**src/sot_ram.sv**
```systemverilog
module sot_ram #(
	parameter int WIDTH = 8,
	parameter int DEPTH = 16
) (
	input  logic                     clk,
	input  logic                     we,
	input  logic [$clog2(DEPTH)-1:0] waddr,
	input  logic [WIDTH-1:0]         wdata,
	input  logic                     re,
	input  logic [$clog2(DEPTH)-1:0] raddr,
	output logic [WIDTH-1:0]         rdata
);
	logic [WIDTH-1:0] mem_q [DEPTH];
	logic [WIDTH-1:0] rdata_q;

	always_ff @(posedge clk) begin
		if (we) mem_q[waddr] <= wdata;
		if (re) rdata_q <= mem_q[raddr];
	end

	assign rdata = rdata_q;
endmodule

```
**config.mk**
```make
export PLATFORM = sky130hd
export DESIGN_NAME = sot_ram
export DESIGN_NICKNAME = d
export VERILOG_FILES = /design/src/sot_ram.sv
export SDC_FILE = /design/constraint.sdc
export NUM_CORES = 1
export LEC_CHECK = 0
export ABC_CLOCK_PERIOD_IN_PS = 5500
export BUFFER_PORTS_ARGS = -buffer_cell sky130_fd_sc_hd__buf_2
export CAP_MARGIN = 20
export CORE_ASPECT_RATIO = 0.5
export CORE_UTILIZATION = 30
export DETAILED_ROUTE_END_ITERATION = 16
export REMOVE_ABC_BUFFERS = 1
export SYNTH_ARGS = -nofsm -noshare
export SYNTH_HDL_FRONTEND = slang
export SYNTH_SLANG_ARGS = --single-unit
```
**constraint.sdc**
```tcl
create_clock -name clk -period 5.5 [get_ports clk]
set_clock_uncertainty 0.05 [all_clocks]
set_input_delay 0.825 -clock clk [delete_from_list [all_inputs] [get_ports clk]]
set_output_delay 0.825 -clock clk [all_outputs]
set_load 0.005 [all_outputs]
```
* Yosys cells after proc, flatten, opt, wreduce, memory -nomap -nowiden
Memories as Yosys holds them, arrays and structs flattened. A register that Yosys moved wholly into a read port is not among the register bits. Cells that the tools add are included.
Cells by class: shift operators 0, add/sub/neg operators 0, divide/modulo/power cells 0, reductions and logical operators 0, bitwise logic cells 0, magnitude comparators 0, equality and inequality tests 0, multiply operators 0, muxes and demuxes 2
Operators by type and width (count):
- two-way mux 1 bit | 2
Word-level totals: input bits 19, flip-flop bits (word level) 0, memories 1, ROM bits 0, bits in writable memories 128, latch bits 0
Memories:
- mem_q | words 16, width 8, rd ports 1, clocked after Yosys merged registers in 1, write ports 1, RTL line 13 | logic [WIDTH-1:0] mem_q [DEPTH];

* Longest topological paths before layout
Gate-level depths: netlist of the first run.
depth after elaboration 2, gate-level depth with buffers 5

* Least setup slack after synthesis of the first run
OpenSTA, ideal clock, no wires.
path kind input to register, from input waddr[2], to memory mem_q[0][0], enable pin, arrival time 1.935 ns, path slack 3.132 ns, stages on the path 2, required time 5.067 ns, cell sequence or3b_2 -> nor3_1
RTL lines:
- from (decl) | RTL line 7 | input logic [$clog2(DEPTH)-1:0] waddr,
- to (decl) | RTL line 13
No word-level cell before the write port.

==> flow_summary.yaml, run 1 <==
pwr:
  pwr-share-seq_pct: 45.8
  p_per_area_mw_per_mm2: 410
  clockPowerShare_pct: 50.3
  power_leakage_nw: 2.05
  p_comb_share_pct: 3.9
  power.internal_mw: 2.10
  sw_frac_of_total_pct: 18.2
  ir_drop_v: 0.000220
  netSwitchingPower_uw: 468
floorplanning:
  die_area_mm2: 0.0180
  die_w_um: 189
  die_h_um: 95.3
  start_util_pct: 31.3
  top_level_ports: 27
  num_rows: 33
  core_area_mm2: 0.0167
logic_synthesis:
  synth_seq_cells: 136
  synth_area_mm2: 0.00523
  synth_top_area_share_pct: 78.1
  seq_area_frac_synth_pct: 78.1
  syn_area_per_cell_um2: 22.8
  syn_inst: 229
  synth_common_cells: "edfxtp_1 (136), mux4_2 (18), a22oi_1 (16)"
  synth_area_leaders: "edfxtp_1 (78%), mux4_2 (7.8%), mux4_1 (7.0%), a22oi_1 (2.3%), nor2_1 (0.93%)"
  synth_warnings: 0
  synth-edff-count: 136
  async_flop_share_pct: 0
  synth.distinct_cells: 18
  ys.flop_type: "edfxtp_1"
  yosysTopAreaCell: "edfxtp_1"
  synth.most_common_cell: "edfxtp_1"
global_routing:
  gr-total-overflow: 0
  antenna_found_initial: 0
  grt.total_usage_pct: 12.2
  grt_pass1_vias: 2509
  grt_first_pass_wirelength_um: 15100
  grt_max_degree: 33
clocking:
  cts_tree: "yes"
  cts.sinks: 136
  ctsLongestPathBuffers: 2
  root_buffer: "clkbuf_16"
  cts.repair.resized: 0
  clock_latency_ns: 0.41
  numCtsBuffers: 17
  clk_pin_slew_ns: 0.06
  postCtsSetupBuffers: 0
  h-tree-depth: 4
  cts_hold_buffers: 0
timing:
  period_needed_ns: 2.57
  slew_headroom_pct: 30.8
  finalSetupTns_ns: 0
  setup_violations: 0
  max_freq_mhz: 389
  worst_hold_slack_ns: 0.704
  drv_slew: 0
  hold_violations: 0
  rsz0062_at_grt: "false"
  worstMarginPinSlew_ns: 1.04
  fin_crit_sh_pct: 46.8
finish:
  final_nets: 287
  regArea_mm2: 0.00408
  stdcell_count: 508
  multiInputGateArea_mm2: 0.00106
  num_antenna_cells: 0
  drive_gt1_share_pct: 27.4
  nFillCells: 1496
  syn_to_final_growth_pct: 19.9
routing:
  drtIter0Drc: 245
  ant_nets: 0
  wl_per_cell_um: 20.1
  dr.pass1.iters: 6
  vias_per_cell: 4.79
  routed_wl_um: 10200
  num_vias: 2431
  drc_errors: 0
setup_path:
  worst_ep_required_time_ns: 5.60
  arrival_ns: 2.68
  end_kind: "flip-flop"
  path_class: "input pin to flip-flop"
  crit_fanout: 32
  worstSetupStartpointType: "input pin"
placement:
  dp_cells: 476
  portBuffers: 26
  dp_hpwl_um: 6290
  place.gp.congestion: 0.753
run:
  drv_cap: 0
run_status:
  outcome: "finished clean"
worst_hold_path:
  hold_class: "flip-flop to flip-flop"
==> placed cells by master (no fill, tap or decap), types with 3 or more instances in the layout <==
cell type | netlist | final
clkinvlp_4 | 0 | 3
clkbuf_16 | 0 | 17
clkinv_1 | 0 | 3
nor3_1 | 4 | 4
nand2_1 | 9 | 9
a22oi_1 | 16 | 16
mux4_2 | 18 | 18
buf_4 | 1 | 4
bufinv_16 | 0 | 7
edfxtp_1 | 136 | 136
nor2_1 | 13 | 13
mux4_1 | 14 | 14
buf_2 | 3 | 26
==> routing by layer <==
layer  up-vias  track usage, %  share of wire [%]
met3        15            3.35                5.6
li1       1060               -                  -
met1      1265            14.7                 43
met2        91            20.9                 49
met4         0            4.97                2.0
met5         -               0                  0
==> cell families (layout without fill, tap and decap cells) <==
family	after synthesis	after routing	synth area share (%)
compound gates	16	16	2.30
buf+inv	10	62	1.65
flops	136	136	78.1
mux	32	32	14.8
simple gates	35	35	3.14
==> path summary, 6_finish.rpt <==
| check | start | endpoint | slack [ns] | depth (start not counted) |
|---|---|---|---|---|
| worst max register to register | mem_q[1][3] | rdata[3] | 3.94 | 3 |
| worst min-delay path | mem_q[8][4] | rdata[4] | 0.70 | 3 |
| worst max-delay path | raddr[0] | rdata[3] | 2.93 | 4 |
| worst min register to register | mem_q[8][4] | rdata[4] | 0.70 | 3 |
==> worst max-delay path, stage by stage <==
cell and delay (ns):
buf_2 0.77, mux4_1 0.66, a22oi_1 0.30, nand2_1 0.09
==> power groups by stage <==
stage / clock (mW) / sequential, mW / combinational [mW]
2_1_floorplan: 0 / 1.19 / 0.0466
3_3_place_gp: 0 / 1.20 / 0.0983
3_5_place_dp: 0 / 1.20 / 0.101
4_1_cts: 1.30 / 1.18 / 0.102
5_1_grt: 1.34 / 1.18 / 0.109
6_report: 1.29 / 1.18 / 0.101
==> metrics by stage <==
stage	util [%]	total power, mW	cell area (µm²)	setup WS (ns)
3_5_place_dp	33.4	1.30	5590	2.43
5_1_grt	37.5	2.63	6270	2.81
3_3_place_gp	33.4	1.29	5590	2.45
4_1_cts	37.5	2.58	6270	2.89
2_1_floorplan	-	1.24	5140	3.13
6_report	37.5	2.57	6270	2.93
==> registers in the layout, indices dropped and copies added (netlist names) <==
name,cells
rdata,8
mem_q,128
==> final cells by class <==
type,count,share of cell area (%)
Timing Repair Buffer,30,2.56
Tap cell,227,4.53
Clock buffer,18,6.85
Sequential cell,136,65.2
Clock inverter,14,4.03
Multi-Input combinational cell,83,16.9
No activity file was read; power rests on OpenSTA's default activity.
==> run 2, diff against run 1 <==
ABC_CLOCK_PERIOD_IN_PS = 2700   (was 5500)
clock period = 2.7 ns   (was 5.5 ns; I/O delays follow)
==> run 2 against run 1 <==
Against the previous run:
- sequential power grew 100%
- die area stayed put
- flip-flop and latch count unchanged
- critical endpoint is now rdata[4]
- global-route usage increased by 0.26 points
- worst setup slack got worse by 1.9 ns
- clock-buffer cell count unchanged
- largest power group is now registers
- combinational power grew 110%
==> flow_summary.yaml, run 2 (same netlist as run 1, synthesis figures left out) <==
run_status:
  outcome: "finished clean"
finish:
  regMostFlops: "mem_q"
  largest_register_ffs: 128
  num_antenna_cells: 0
  final_common_cell: "edfxtp_1"
  syn_to_final_growth_pct: 19.2
  drive_gt1_share_pct: 29.7
  nFillCells: 1504
  final_nets: 298
  mostFrequentLayoutCells: "edfxtp_1 (136), buf_2 (26), mux4_2 (18)"
  final_area_mm2: 0.00623
timing:
  period_needed_ns: 1.70
  fin_crit_sh_pct: 63.0
  hold_violations: 0
  rsz0062_at_grt: "false"
  setup_slack_ns: 1.00
  drv_slew: 0
  max_freq_mhz: 588
  setup_violations: 0
  worst_hold_slack_ns: 0.327
  worstMarginPinSlew_ns: 0.785
  finalSetupTns_ns: 0
  slew_headroom_pct: 47.5
placement:
  pre_cts_slack_ns: 0.574
  place_area_mm2: 0.00569
  dp_hpwl_um: 6570
  portBuffers: 26
  place.gp.congestion: 0.750
clocking:
  cts_tree: "yes"
  clk_pin_slew_ns: 0.06
  root_buffer: "clkbuf_16"
  cts_hold_buffers: 0
  cts.repair.resized: 0
  numCtsBuffers: 17
  cts.sinks: 136
  h-tree-depth: 4
  postCtsSetupBuffers: 0
  clock_latency_ns: 0.41
  ctsLongestPathBuffers: 2
global_routing:
  grt_pass1_vias: 2481
  grt.total_usage_pct: 12.4
  grt_max_degree: 33
  grt_use_met1_pct: 17.0
  antenna_found_initial: 0
  gr-total-overflow: 0
  use_met2_pct: 18.4
  top_usage_layer: "met2"
  use_met3_pct: 3.57
  grt_first_pass_wirelength_um: 15500
pwr:
  power_leakage_nw: 2.06
  totalPowerFinal_mw: 4.72
  p_per_area_mw_per_mm2: 757
  ir_drop_v: 0.000509
routing:
  dr.pass1.iters: 4
  ant_nets: 0
  wl_per_cell_um: 19.5
  drtIter0Drc: 333
  vias_per_cell: 4.68
  drc_errors: 0
  num_vias: 2417
  routed_wl_um: 10100
setup_path:
  end_kind: "flip-flop"
  path_class: "input pin to flip-flop"
  arrival_ns: 1.79
  crit_fanout: 32
  worstSetupStartpointType: "input pin"
  worst_ep_required_time_ns: 2.79
floorplanning:
  die_h_um: 95.3
  die_w_um: 189
  top_level_ports: 27
  num_rows: 33
  die_area_mm2: 0.0180
  core_area_mm2: 0.0167
  start_util_pct: 31.3
worst_hold_path:
  hold_class: "input pin to flip-flop"
run:
  drv_cap: 0
==> run 2: stage by stage <==
| stage | cells | util (%) |
|---|---|---|
| after detailed placement | 487 | 34.0 |
| final | 517 | 37.3 |
| after CTS | 517 | 37.3 |
| after global routing | 517 | 37.3 |
| after floorplan | 219 | - |
| after global placement | 487 | 34.0 |
==> run 2: final timing paths <==
path | startpoint | slack [ns] | cells past startpoint | to
max | raddr[0] | 1.00 | 5 | rdata[4]
min | re | 0.33 | 1 | rdata[3]
max reg2reg | mem_q[9][4] | 1.10 | 3 | rdata[4]
min reg2reg | mem_q[11][2] | 0.72 | 3 | rdata[2]
==> run 2: where the power goes <==
| part | switching, mW | total, mW | internal, mW |
|---|---|---|---|
| clock | 0.785 | 2.11 | 1.33 |
| combinational | 0.124 | 0.215 | 0.0908 |
| sequential | 0.0138 | 2.39 | 2.38 |
==> run 2: worst max-delay path, stage by stage <==
cell and delay [ns]:
buf_2 0.10, buf_12 0.25, mux4_1 0.60, a22oi_1 0.34
nand2_1 0.08
==> run 2: per-layer routing <==
layer | up-vias | wire [µm]
met3 | 6 | 640
met5 | - | 0
met1 | 1262 | 4670
met2 | 67 | 4690
met4 | 0 | 99
li1 | 1082 | -
==> run 2: cell type report <==
| type | count | area (µm²) | area share [%] |
|---|---|---|---|
| tap | 227 | 284 | 4.56 |
| timing repair buffer | 41 | 268 | 4.30 |
| clock inverter | 12 | 111 | 1.79 |
| multi-input combinational | 83 | 1060 | 17.0 |
| sequential | 136 | 4080 | 65.5 |
| clock buffer | 18 | 429 | 6.88 |
