[src/sot_pkg.sv]
package sot_pkg;

	localparam int SLOTS_DEFAULT = 256;

	typedef enum logic [3:0] {
		CMD_CREATE  = 4'd0,
		CMD_DESTROY = 4'd1,
		CMD_GRAB    = 4'd2,
		CMD_QUERY   = 4'd3,
		CMD_SET     = 4'd4,
		CMD_RESET   = 4'd5,
		CMD_SATISFY = 4'd6,
		CMD_RELEASE = 4'd7,
		CMD_ABANDON = 4'd8
	} cmd_t;

	localparam logic [2:0] KIND_EVENT    = 3'd0;
	localparam logic [2:0] KIND_SEMA     = 3'd1;
	localparam logic [2:0] KIND_MUTEX    = 3'd2;
	localparam logic [2:0] KIND_INTERNAL = 3'd3;
	localparam logic [2:0] KIND_UNKNOWN  = 3'd4;

	localparam logic [2:0] ERR_NONE      = 3'd0;
	localparam logic [2:0] ERR_BAD       = 3'd1;
	localparam logic [2:0] ERR_SEM_LIMIT = 3'd2;
	localparam logic [2:0] ERR_NOT_OWNED = 3'd3;
	localparam logic [2:0] ERR_FULL      = 3'd4;

	typedef struct packed {
		logic [3:0]  command;
		logic [7:0]  slot;
		logic [1:0]  object_kind;
		logic [31:0] value_a;
		logic [31:0] value_b;
		logic [30:0] thread_id;
	} item_t;

	typedef struct packed {
		logic [2:0]  kind;
		logic [31:0] low;
		logic [31:0] high;
		logic [31:0] gen;
		logic [15:0] refc;
	} entry_t;

	localparam int ENTRY_W = $bits(entry_t);

	typedef struct packed {
		logic        ok;
		logic [2:0]  error_code;
		logic        signaled;
		logic [30:0] previous_value;
		logic [31:0] value_low;
		logic [31:0] value_high;
		logic        owned;
		logic        abandoned;
		logic [7:0]  new_slot;
	} result_t;

	function automatic logic is_signaled(logic [2:0] kind, logic [31:0] low,
		logic [30:0] tid);
		logic s;
		s = 1'b0;
		if (kind == KIND_EVENT || kind == KIND_INTERNAL) s = (low != 32'd0);
		else if (kind == KIND_SEMA) s = !low[31] && (low != 32'd0);
		else if (kind == KIND_MUTEX) s = (low == 32'd0) || low[31] || (low == {1'b0, tid});
		return s;
	endfunction

endpackage

[src/sot_exec.sv]
module sot_exec import sot_pkg::*; #(
	parameter int SLOTS = SLOTS_DEFAULT
) (
	input  item_t                      item,
	input  entry_t                     ent,
	input  logic [$clog2(SLOTS+1)-1:0] nf,
	input  logic [31:0]                gc,
	output result_t                    res,
	output logic                       wr_en,
	output logic [$clog2(SLOTS)-1:0]   wr_addr,
	output entry_t                     wr_data,
	output logic [$clog2(SLOTS+1)-1:0] nf_d,
	output logic [31:0]                gc_d
);
	localparam int NFW = $clog2(SLOTS+1);
	localparam int AW  = $clog2(SLOTS);

	logic        valid;
	logic [31:0] tid32;
	logic [32:0] sum;
	entry_t      n;

	assign tid32 = {1'b0, item.thread_id};
	assign valid = (item.slot != 8'd0) && (32'(item.slot) < 32'(nf))
		&& (32'(item.slot) < 32'(SLOTS));
	assign sum = {1'b0, ent.low} + {1'b0, item.value_a};

	always_comb begin
		res     = '0;
		n       = ent;
		wr_en   = 1'b0;
		wr_addr = AW'(item.slot);
		nf_d    = nf;
		gc_d    = gc;
		if (item.command == CMD_CREATE) begin
			if (32'(nf) >= 32'(SLOTS)) begin
				res.error_code = ERR_FULL;
			end else begin
				wr_en        = 1'b1;
				wr_addr      = AW'(nf);
				n.kind       = {1'b0, item.object_kind};
				n.low        = item.value_a;
				n.high       = item.value_b;
				n.gen        = gc;
				n.refc       = 16'd1;
				gc_d         = gc + 32'd1;
				nf_d         = nf + NFW'(1);
				res.ok       = 1'b1;
				res.new_slot = 8'(nf);
			end
		end else if (item.command > CMD_ABANDON || !valid) begin
			res.error_code = ERR_BAD;
		end else begin
			wr_en = 1'b1;
			unique case (item.command)
				CMD_DESTROY: begin
					if (ent.refc == 16'd0) res.error_code = ERR_BAD;
					else begin
						n.kind = KIND_UNKNOWN;
						n.gen  = gc;
						gc_d   = gc + 32'd1;
						n.refc = ent.refc - 16'd1;
						res.ok = 1'b1;
					end
				end
				CMD_GRAB: begin
					if (ent.refc == 16'd0 || ent.refc == 16'hFFFF) res.error_code = ERR_BAD;
					else begin
						n.refc = ent.refc + 16'd1;
						res.ok = 1'b1;
					end
				end
				CMD_QUERY: begin
					if (ent.kind == KIND_EVENT || ent.kind == KIND_INTERNAL
						|| ent.kind == KIND_SEMA) begin
						res.value_low  = ent.low;
						res.value_high = ent.high;
						res.ok         = 1'b1;
						res.signaled   = is_signaled(ent.kind, ent.low, item.thread_id);
					end else if (ent.kind == KIND_MUTEX) begin
						res.value_low  = ent.low;
						res.value_high = ent.low[31] ? 32'd0 : ent.high;
						res.owned      = (ent.low == tid32);
						res.abandoned  = ent.low[31];
						res.ok         = 1'b1;
						res.signaled   = is_signaled(ent.kind, ent.low, item.thread_id);
					end else res.error_code = ERR_BAD;
				end
				CMD_SET, CMD_RESET: begin
					if (ent.kind != KIND_EVENT && ent.kind != KIND_INTERNAL)
						res.error_code = ERR_BAD;
					else begin
						n.low        = (item.command == CMD_SET) ? 32'd1 : 32'd0;
						res.ok       = 1'b1;
						res.signaled = is_signaled(n.kind, n.low, item.thread_id);
					end
				end
				CMD_SATISFY: begin
					if (ent.kind == KIND_EVENT || ent.kind == KIND_INTERNAL) begin
						if (ent.high == 32'd0) n.low = 32'd0;
						res.ok       = 1'b1;
						res.signaled = is_signaled(n.kind, n.low, item.thread_id);
					end else if (ent.kind == KIND_SEMA) begin
						if (!ent.low[31] && ent.low != 32'd0) begin
							n.low  = ent.low - 32'd1;
							res.ok = 1'b1;
						end
						res.signaled = is_signaled(n.kind, n.low, item.thread_id);
					end else if (ent.kind == KIND_MUTEX) begin
						if (ent.low == tid32) begin
							if (ent.high != 32'h7FFF_FFFF) begin
								n.high = ent.high + 32'd1;
								res.ok = 1'b1;
							end
						end else if (ent.low == 32'd0 || ent.low[31]) begin
							n.low  = tid32;
							n.high = 32'd1;
							if (ent.low[31]) begin
								n.gen         = ent.gen + 32'd1;
								res.abandoned = 1'b1;
							end
							res.ok = 1'b1;
						end
						res.owned    = (n.low == tid32);
						res.signaled = is_signaled(n.kind, n.low, item.thread_id);
					end else res.error_code = ERR_BAD;
				end
				CMD_RELEASE: begin
					if (ent.kind == KIND_SEMA) begin
						if (sum[32] || sum[31:0] > ent.high) res.error_code = ERR_SEM_LIMIT;
						else begin
							n.low              = sum[31:0];
							res.previous_value = ent.low[30:0];
							res.ok             = 1'b1;
						end
						res.signaled = is_signaled(n.kind, n.low, item.thread_id);
					end else if (ent.kind == KIND_MUTEX) begin
						if (ent.low != tid32 || ent.high == 32'd0) res.error_code = ERR_NOT_OWNED;
						else begin
							res.previous_value = ent.high[30:0];
							if (!ent.high[31] && ent.high > 32'd1) n.high = ent.high - 32'd1;
							else begin
								n.high = 32'd0;
								n.low  = 32'd0;
							end
							res.ok = 1'b1;
						end
						res.owned    = (n.low == tid32);
						res.signaled = is_signaled(n.kind, n.low, item.thread_id);
					end else res.error_code = ERR_BAD;
				end
				default: begin
					if (ent.kind != KIND_MUTEX) res.error_code = ERR_BAD;
					else begin
						if (ent.low != tid32 || ent.high == 32'd0) res.error_code = ERR_NOT_OWNED;
						else begin
							n.low  = ~tid32 + 32'd1;
							n.high = 32'd0;
							n.gen  = ent.gen + 32'd1;
							res.ok = 1'b1;
						end
						res.owned    = (n.low == tid32);
						res.signaled = is_signaled(n.kind, n.low, item.thread_id);
					end
				end
			endcase
		end
		wr_data = n;
	end
endmodule

[config.mk]
export PLATFORM = sky130hd
export DESIGN_NAME = sot_exec
export DESIGN_NICKNAME = d
export VERILOG_FILES = /design/src/sot_pkg.sv /design/src/sot_exec.sv
export SDC_FILE = /design/constraint.sdc
export NUM_CORES = 1
export LEC_CHECK = 0
export ABC_CLOCK_PERIOD_IN_PS = 14700
export BUFFER_PORTS_ARGS = -buffer_cell sky130_fd_sc_hd__buf_2
export CORE_AREA = 5 5 206 208
export DETAILED_ROUTE_END_ITERATION = 6
export DIE_AREA = 0 0 211 213
export PLACE_DENSITY = 0.66
export SYNTH_ARGS = -nofsm -noshare
export SYNTH_HDL_FRONTEND = slang
export SYNTH_SLANG_ARGS = --single-unit
[constraint.sdc]
create_clock -name vclk -period 14.7
set_input_delay 0 -clock vclk [all_inputs]
set_output_delay 0 -clock vclk [all_outputs]
set_load 0.02 [all_outputs]
Yosys cells after proc, flatten, opt, wreduce, memory -nomap -nowiden
Index checks and enable logic that the tools add are counted.
{"block": "word_totals", "ram_bits": 0, "mem_count": 0, "latchBits": 0, "word_cells": 245, "out_inout_bits": 275, "romBits": 0, "reg_bits": 0}
{"block": "classes", "n_div": 0, "muxes": 153, "shifts": 0, "addsub": 10, "n_mul": 0, "n_reduce_logical": 56, "bitwise_logic": 1, "n_lt_le_gt_ge": 5, "eq_ne": 20}
{"operator": "$mux 32", "n": 41}
{"operator": "$mux 96", "n": 8}
{"operator": "$mux 64", "n": 11}
{"operator": "$mux 115", "n": 3}
{"operator": "$reduce_bool 32->1", "n": 7}
{"operator": "$mux 98", "n": 2}
{"operator": "$logic_not 32->1", "n": 6}
{"operator": "$pmux 32 s3", "n": 2}
{"operator": "$add 32x1->32 const B", "n": 4}
{"operator": "$eq 32x31->1", "n": 4}
{"operator": "$pmux 32 s4", "n": 1}
{"operator": "$mux 31", "n": 3}
{"operator": "$mux 66", "n": 1}
{"operator": "$sub 32x1->32 const B", "n": 2}
{"operator": "$mux 1", "n": 54}
{"operator": "$mux 48", "n": 1}
{"operator": "$mux 36", "n": 1}
{"operator": "$add 32x32->33", "n": 1}
{"operator": "$gt 32x1->1 const B", "n": 1}
{"operator": "$gt 32x32->1", "n": 1}
{"operator": "$mux 8", "n": 4}
{"operator": "$ne 32x31->1", "n": 1}
{"operator": "$ne 32x31->1 const B", "n": 1}
{"operator": "$not 31->32", "n": 1}
{"operator": "39 further kinds", "n": 84}

Depth between registers and ports, before layout
{"block": "logic_depth", "word_depth": 19, "ltp_mapped": 24, "mapped_depth_nobuf": 23}

Worst setup path before layout
OpenSTA, ideal clock, no wires.
{"block": "synth_path", "path_kind": "input -> output", "start": "in ent[81] (netlist bit)", "end": "out wr_data[106] (netlist bit)", "stages": 21, "slack_ns": 8.716, "arrival_time_ns": 5.984, "cell_sequence": "clkbuf_1 -> inv_1 -> fa_1 -> nor2b_1 -> o21a_1 -> o211ai_1 -> a211oi_1 -> o2111ai_1 -> a2111oi_0 -> a41oi_1 -> nand3_1 -> ha_1 -> and4_1 -> nand4_1 -> or4_1 -> or3_1 -> a221o_1 -> nor3_1 -> a21o_1 -> a221oi_1 -> a2111oi_0"}
{"element": "from (decl)", "line": "sot_exec.sv:5", "source": "input entry_t ent,"}
{"element": "to (decl)", "line": "sot_exec.sv:11", "source": "output entry_t wr_data,"}

==> summary by stage <==
Floorplan
The height of the die is approximately 210 µm. Measured along the x axis, the die boundary spans between 200 and 250 µm. The die covers 44900 µm². The initial core utilization is 0.397. In this run the standard cell core region covers ~40000 µm². The floorplan has between 70 and 80 rows. The count of pins on the block boundary is between 500 and 600.

Placement
Input and output buffers added on the ports amount to between 500 and 600. The weighted congestion at the end of routability-driven global placement is roughly 1.1. Including well taps, the total number of placed cells is between 3000 and 4000. Detailed placement ended at an HPWL of roughly 84 mm.

Power
The sequential group share of total power is 0. The internal power is roughly 0.21 mW. Of the total power, the share spent switching nets is 0.700. IR analysis of the VDD net gives a maximum drop of ~24 µV.

Overall power consumption after layout is estimated at between 0.7 and 0.8 mW. The share of total power dissipated in combinational logic is 1.000. The total power divided by cell area is roughly 37 nW/µm². The share of total power dissipated in the clock network is 0.

The leakage power figure is 7.71 nW. For this design the total switching power over the nets is between 0.4 and 0.5 mW.

Timing
The final count of hold timing violations is 0. The total negative slack for setup checks is 0 ns. The post-route clock period utilization is 0.468. At the pin with the least slew margin, the transition time is approximately 1.4 ns.

The count of endpoints failing setup in the final report is 0. Setup repair after global routing left no endpoint under its margin. The highest clock frequency the design can meet is approximately 150 MHz.

The number of max-slew violations in the final report is 0. The normalized max-slew margin is 0.0430. The clock period could shrink to 6.88 ns.

CTS
The number of hold buffers added after CTS was 0. Post-CTS timing repair inserted 0 buffers for setup. The number of cells upsized or downsized after cts is 0.

Global routing
Across every metal layer, demand over resource in global routing totals 0.452. The initial antenna violation count is 5. The via count of the first global-routing pass came to approximately 24000.

The first global-routing pass estimated 156 mm of wire. Global routing finished with a remaining overflow of 0. Entering global routing, the biggest net connects 53 pins.

Drt
For this run, the detailed router's first-pass iteration total came to 7. Dividing the detail-routed wire length by the instance count gives approximately 30 µm. The detailed-route wire length is ~110 mm. In this run, the number of DRC markers left after iteration 0 of detailed routing was approximately 4200. The DRC violation count after routing is 4. Once detail routing completed, the nets flagged for antenna violations numbered 0. Dividing the detail-routed via count by the number of cells gives between 7 and 8. The detailed-route via count is 26108.

Critical path
The classification of the worst setup path is input pin to output port. The peak fanout along the critical path is between 40 and 50. Data on the critical path is required at its endpoint by roughly 15 ns.

STA classifies the critical path endpoint as an output port. The arrival time of data at the critical path endpoint is between 6 and 7 ns. The type of origin of the critical path is an input pin.

Synth
The number of nets handed over by synthesis was 3153. After synthesis, the mean cell area works out to around 5.7 µm². For this run, the number of Yosys warnings is 0. In the synthesized netlist, the number of instances is 2803. The post-synth design cell area is approximately 16000 µm². Yosys mapped the design onto between 80 and 90 distinct sky130hd cell types. The sequential element share of the synthesized area is 0.

Min path
The classification of the worst-slack hold path is input pin to output port.

Final layout
The number of cells in the finished layout apart from fillers is 3673. The count of flip-flops and latches is 0. The layout cell share with drive strength beyond 1 is 0.205. The number of nets in the final layout is 3488. Counting the fill cells in the layout gives around 4600. Across the whole layout, storage elements account for 0 µm². The most common cell after layout, fill and taps aside is sky130_fd_sc_hd__buf_2.

The synthesis-to-layout area growth is 18.2%. In the layout the commonest cells are sky130_fd_sc_hd__buf_2, sky130_fd_sc_hd__nand2_1, sky130_fd_sc_hd__nor2_1. The clock tree buffer count of the final layout is 0.

Outcome
The flow ran to the end, but the final reports show violations. The checks that failed: DRC.

Flow run
The tool flagged a number of max-cap violations equal to 0.
-- cells in the mapped netlist (all sizes together) (41+ instances only) --
master,n,share of area
a31oi,51,0.020
and2,66,0.026
xor2,48,0.026
ha,84,0.066
inv,111,0.026
a21oi,226,0.071
o21ai,243,0.076
nand4,74,0.029
nor4,62,0.026
nor2,309,0.072
nor3,146,0.046
xnor2,75,0.041
nand3,105,0.033
clkbuf,250,0.059
a211oi,41,0.019
a22oi,50,0.023
nand2,310,0.073
-- per-stage QoR --
| stage | hold slack, ns | worst slack, ns | instance area (µm²) | util |
|---|---|---|---|---|
| 6_report | 0.303 | 7.82 | 18900 | 0.469 |
| 5_1_grt | 0.326 | 7.49 | 18900 | 0.469 |
| 4_1_cts | 0.306 | 8.03 | 18900 | 0.469 |
| 3_5_place_dp | 0.305 | 8.05 | 18900 | 0.469 |
| 3_3_place_gp | 0.305 | 8.22 | 18900 | 0.469 |
| 2_1_floorplan | 0.128 | 8.72 | 16000 | - |
-- final cells by class --
type / instances / area (µm²) / area share
antenna: 5 / 12.5 / 0.000661
tap: 532 / 666 / 0.0352
timing repair buffer: 597 / 3130 / 0.165
inverter: 112 / 420 / 0.0222
multi-input combinational: 2427 / 14700 / 0.777
-- power by group through the flow --
stage	clock network (mW)	logic [mW]	registers [mW]
6_report	0.0000000268	0.702	0
2_1_floorplan	0	0.397	0
3_5_place_dp	0	0.668	0
4_1_cts	0	0.671	0
5_1_grt	0.00000000910	0.733	0
3_3_place_gp	0	0.670	0
-- final timing paths --
path,startpoint,endpoint,slack (ns),cells after the start
worst min-delay path,nf[5],nf_d[5],0.30,3
worst max-delay path,ent[81],wr_data[83],7.82,24
-- kinds of logic (layout without fill, tap and decap cells) --
kind of cell	count (synthesis)	in the layout	synth area share
multiplexers	13	13	0.00820
AO/OA/AOI/OAI	950	950	0.384
other	0	5	0
AND/OR/NAND/NOR	1256	1256	0.385
XOR/XNOR	123	123	0.0672
adder cells (fa/ha/maj)	85	85	0.0668
buffers and inverters	376	709	0.0889
-- worst max-delay path, stage by stage --
cell and delay [ns]:
sky130_fd_sc_hd__buf_2 0.30, sky130_fd_sc_hd__inv_1 0.27, sky130_fd_sc_hd__fa_1 0.50, sky130_fd_sc_hd__nor2b_1 0.19, sky130_fd_sc_hd__o21a_1 0.25, sky130_fd_sc_hd__o211ai_1 0.19, sky130_fd_sc_hd__a211oi_1 0.43, sky130_fd_sc_hd__o2111ai_1 0.25
sky130_fd_sc_hd__a2111oi_0 0.43, sky130_fd_sc_hd__a41oi_1 0.08, sky130_fd_sc_hd__nand3_1 0.18, sky130_fd_sc_hd__ha_1 0.14, sky130_fd_sc_hd__and4_1 0.21, sky130_fd_sc_hd__nand4_1 0.11, sky130_fd_sc_hd__or4_1 0.56, sky130_fd_sc_hd__or3_1 0.40
sky130_fd_sc_hd__a221o_1 0.39, sky130_fd_sc_hd__nor3_2 0.20, sky130_fd_sc_hd__buf_4 0.41, sky130_fd_sc_hd__nand2_1 0.08, sky130_fd_sc_hd__o21ai_0 0.10, sky130_fd_sc_hd__a221oi_1 0.12, sky130_fd_sc_hd__a311oi_1 0.76, sky130_fd_sc_hd__buf_2 0.30
-- per-layer routing --
layer	wire length, µm	GRT usage	vias to the layer above	share of wire
met4	9460	0.274	4	0.086
li1	-	-	11167	-
met5	32	0	-	0.00029
met3	15000	0.0990	615	0.14
met1	38600	0.559	11958	0.35
met2	47100	0.718	2364	0.43
Note: power is estimated with default switching activity, not from simulation.
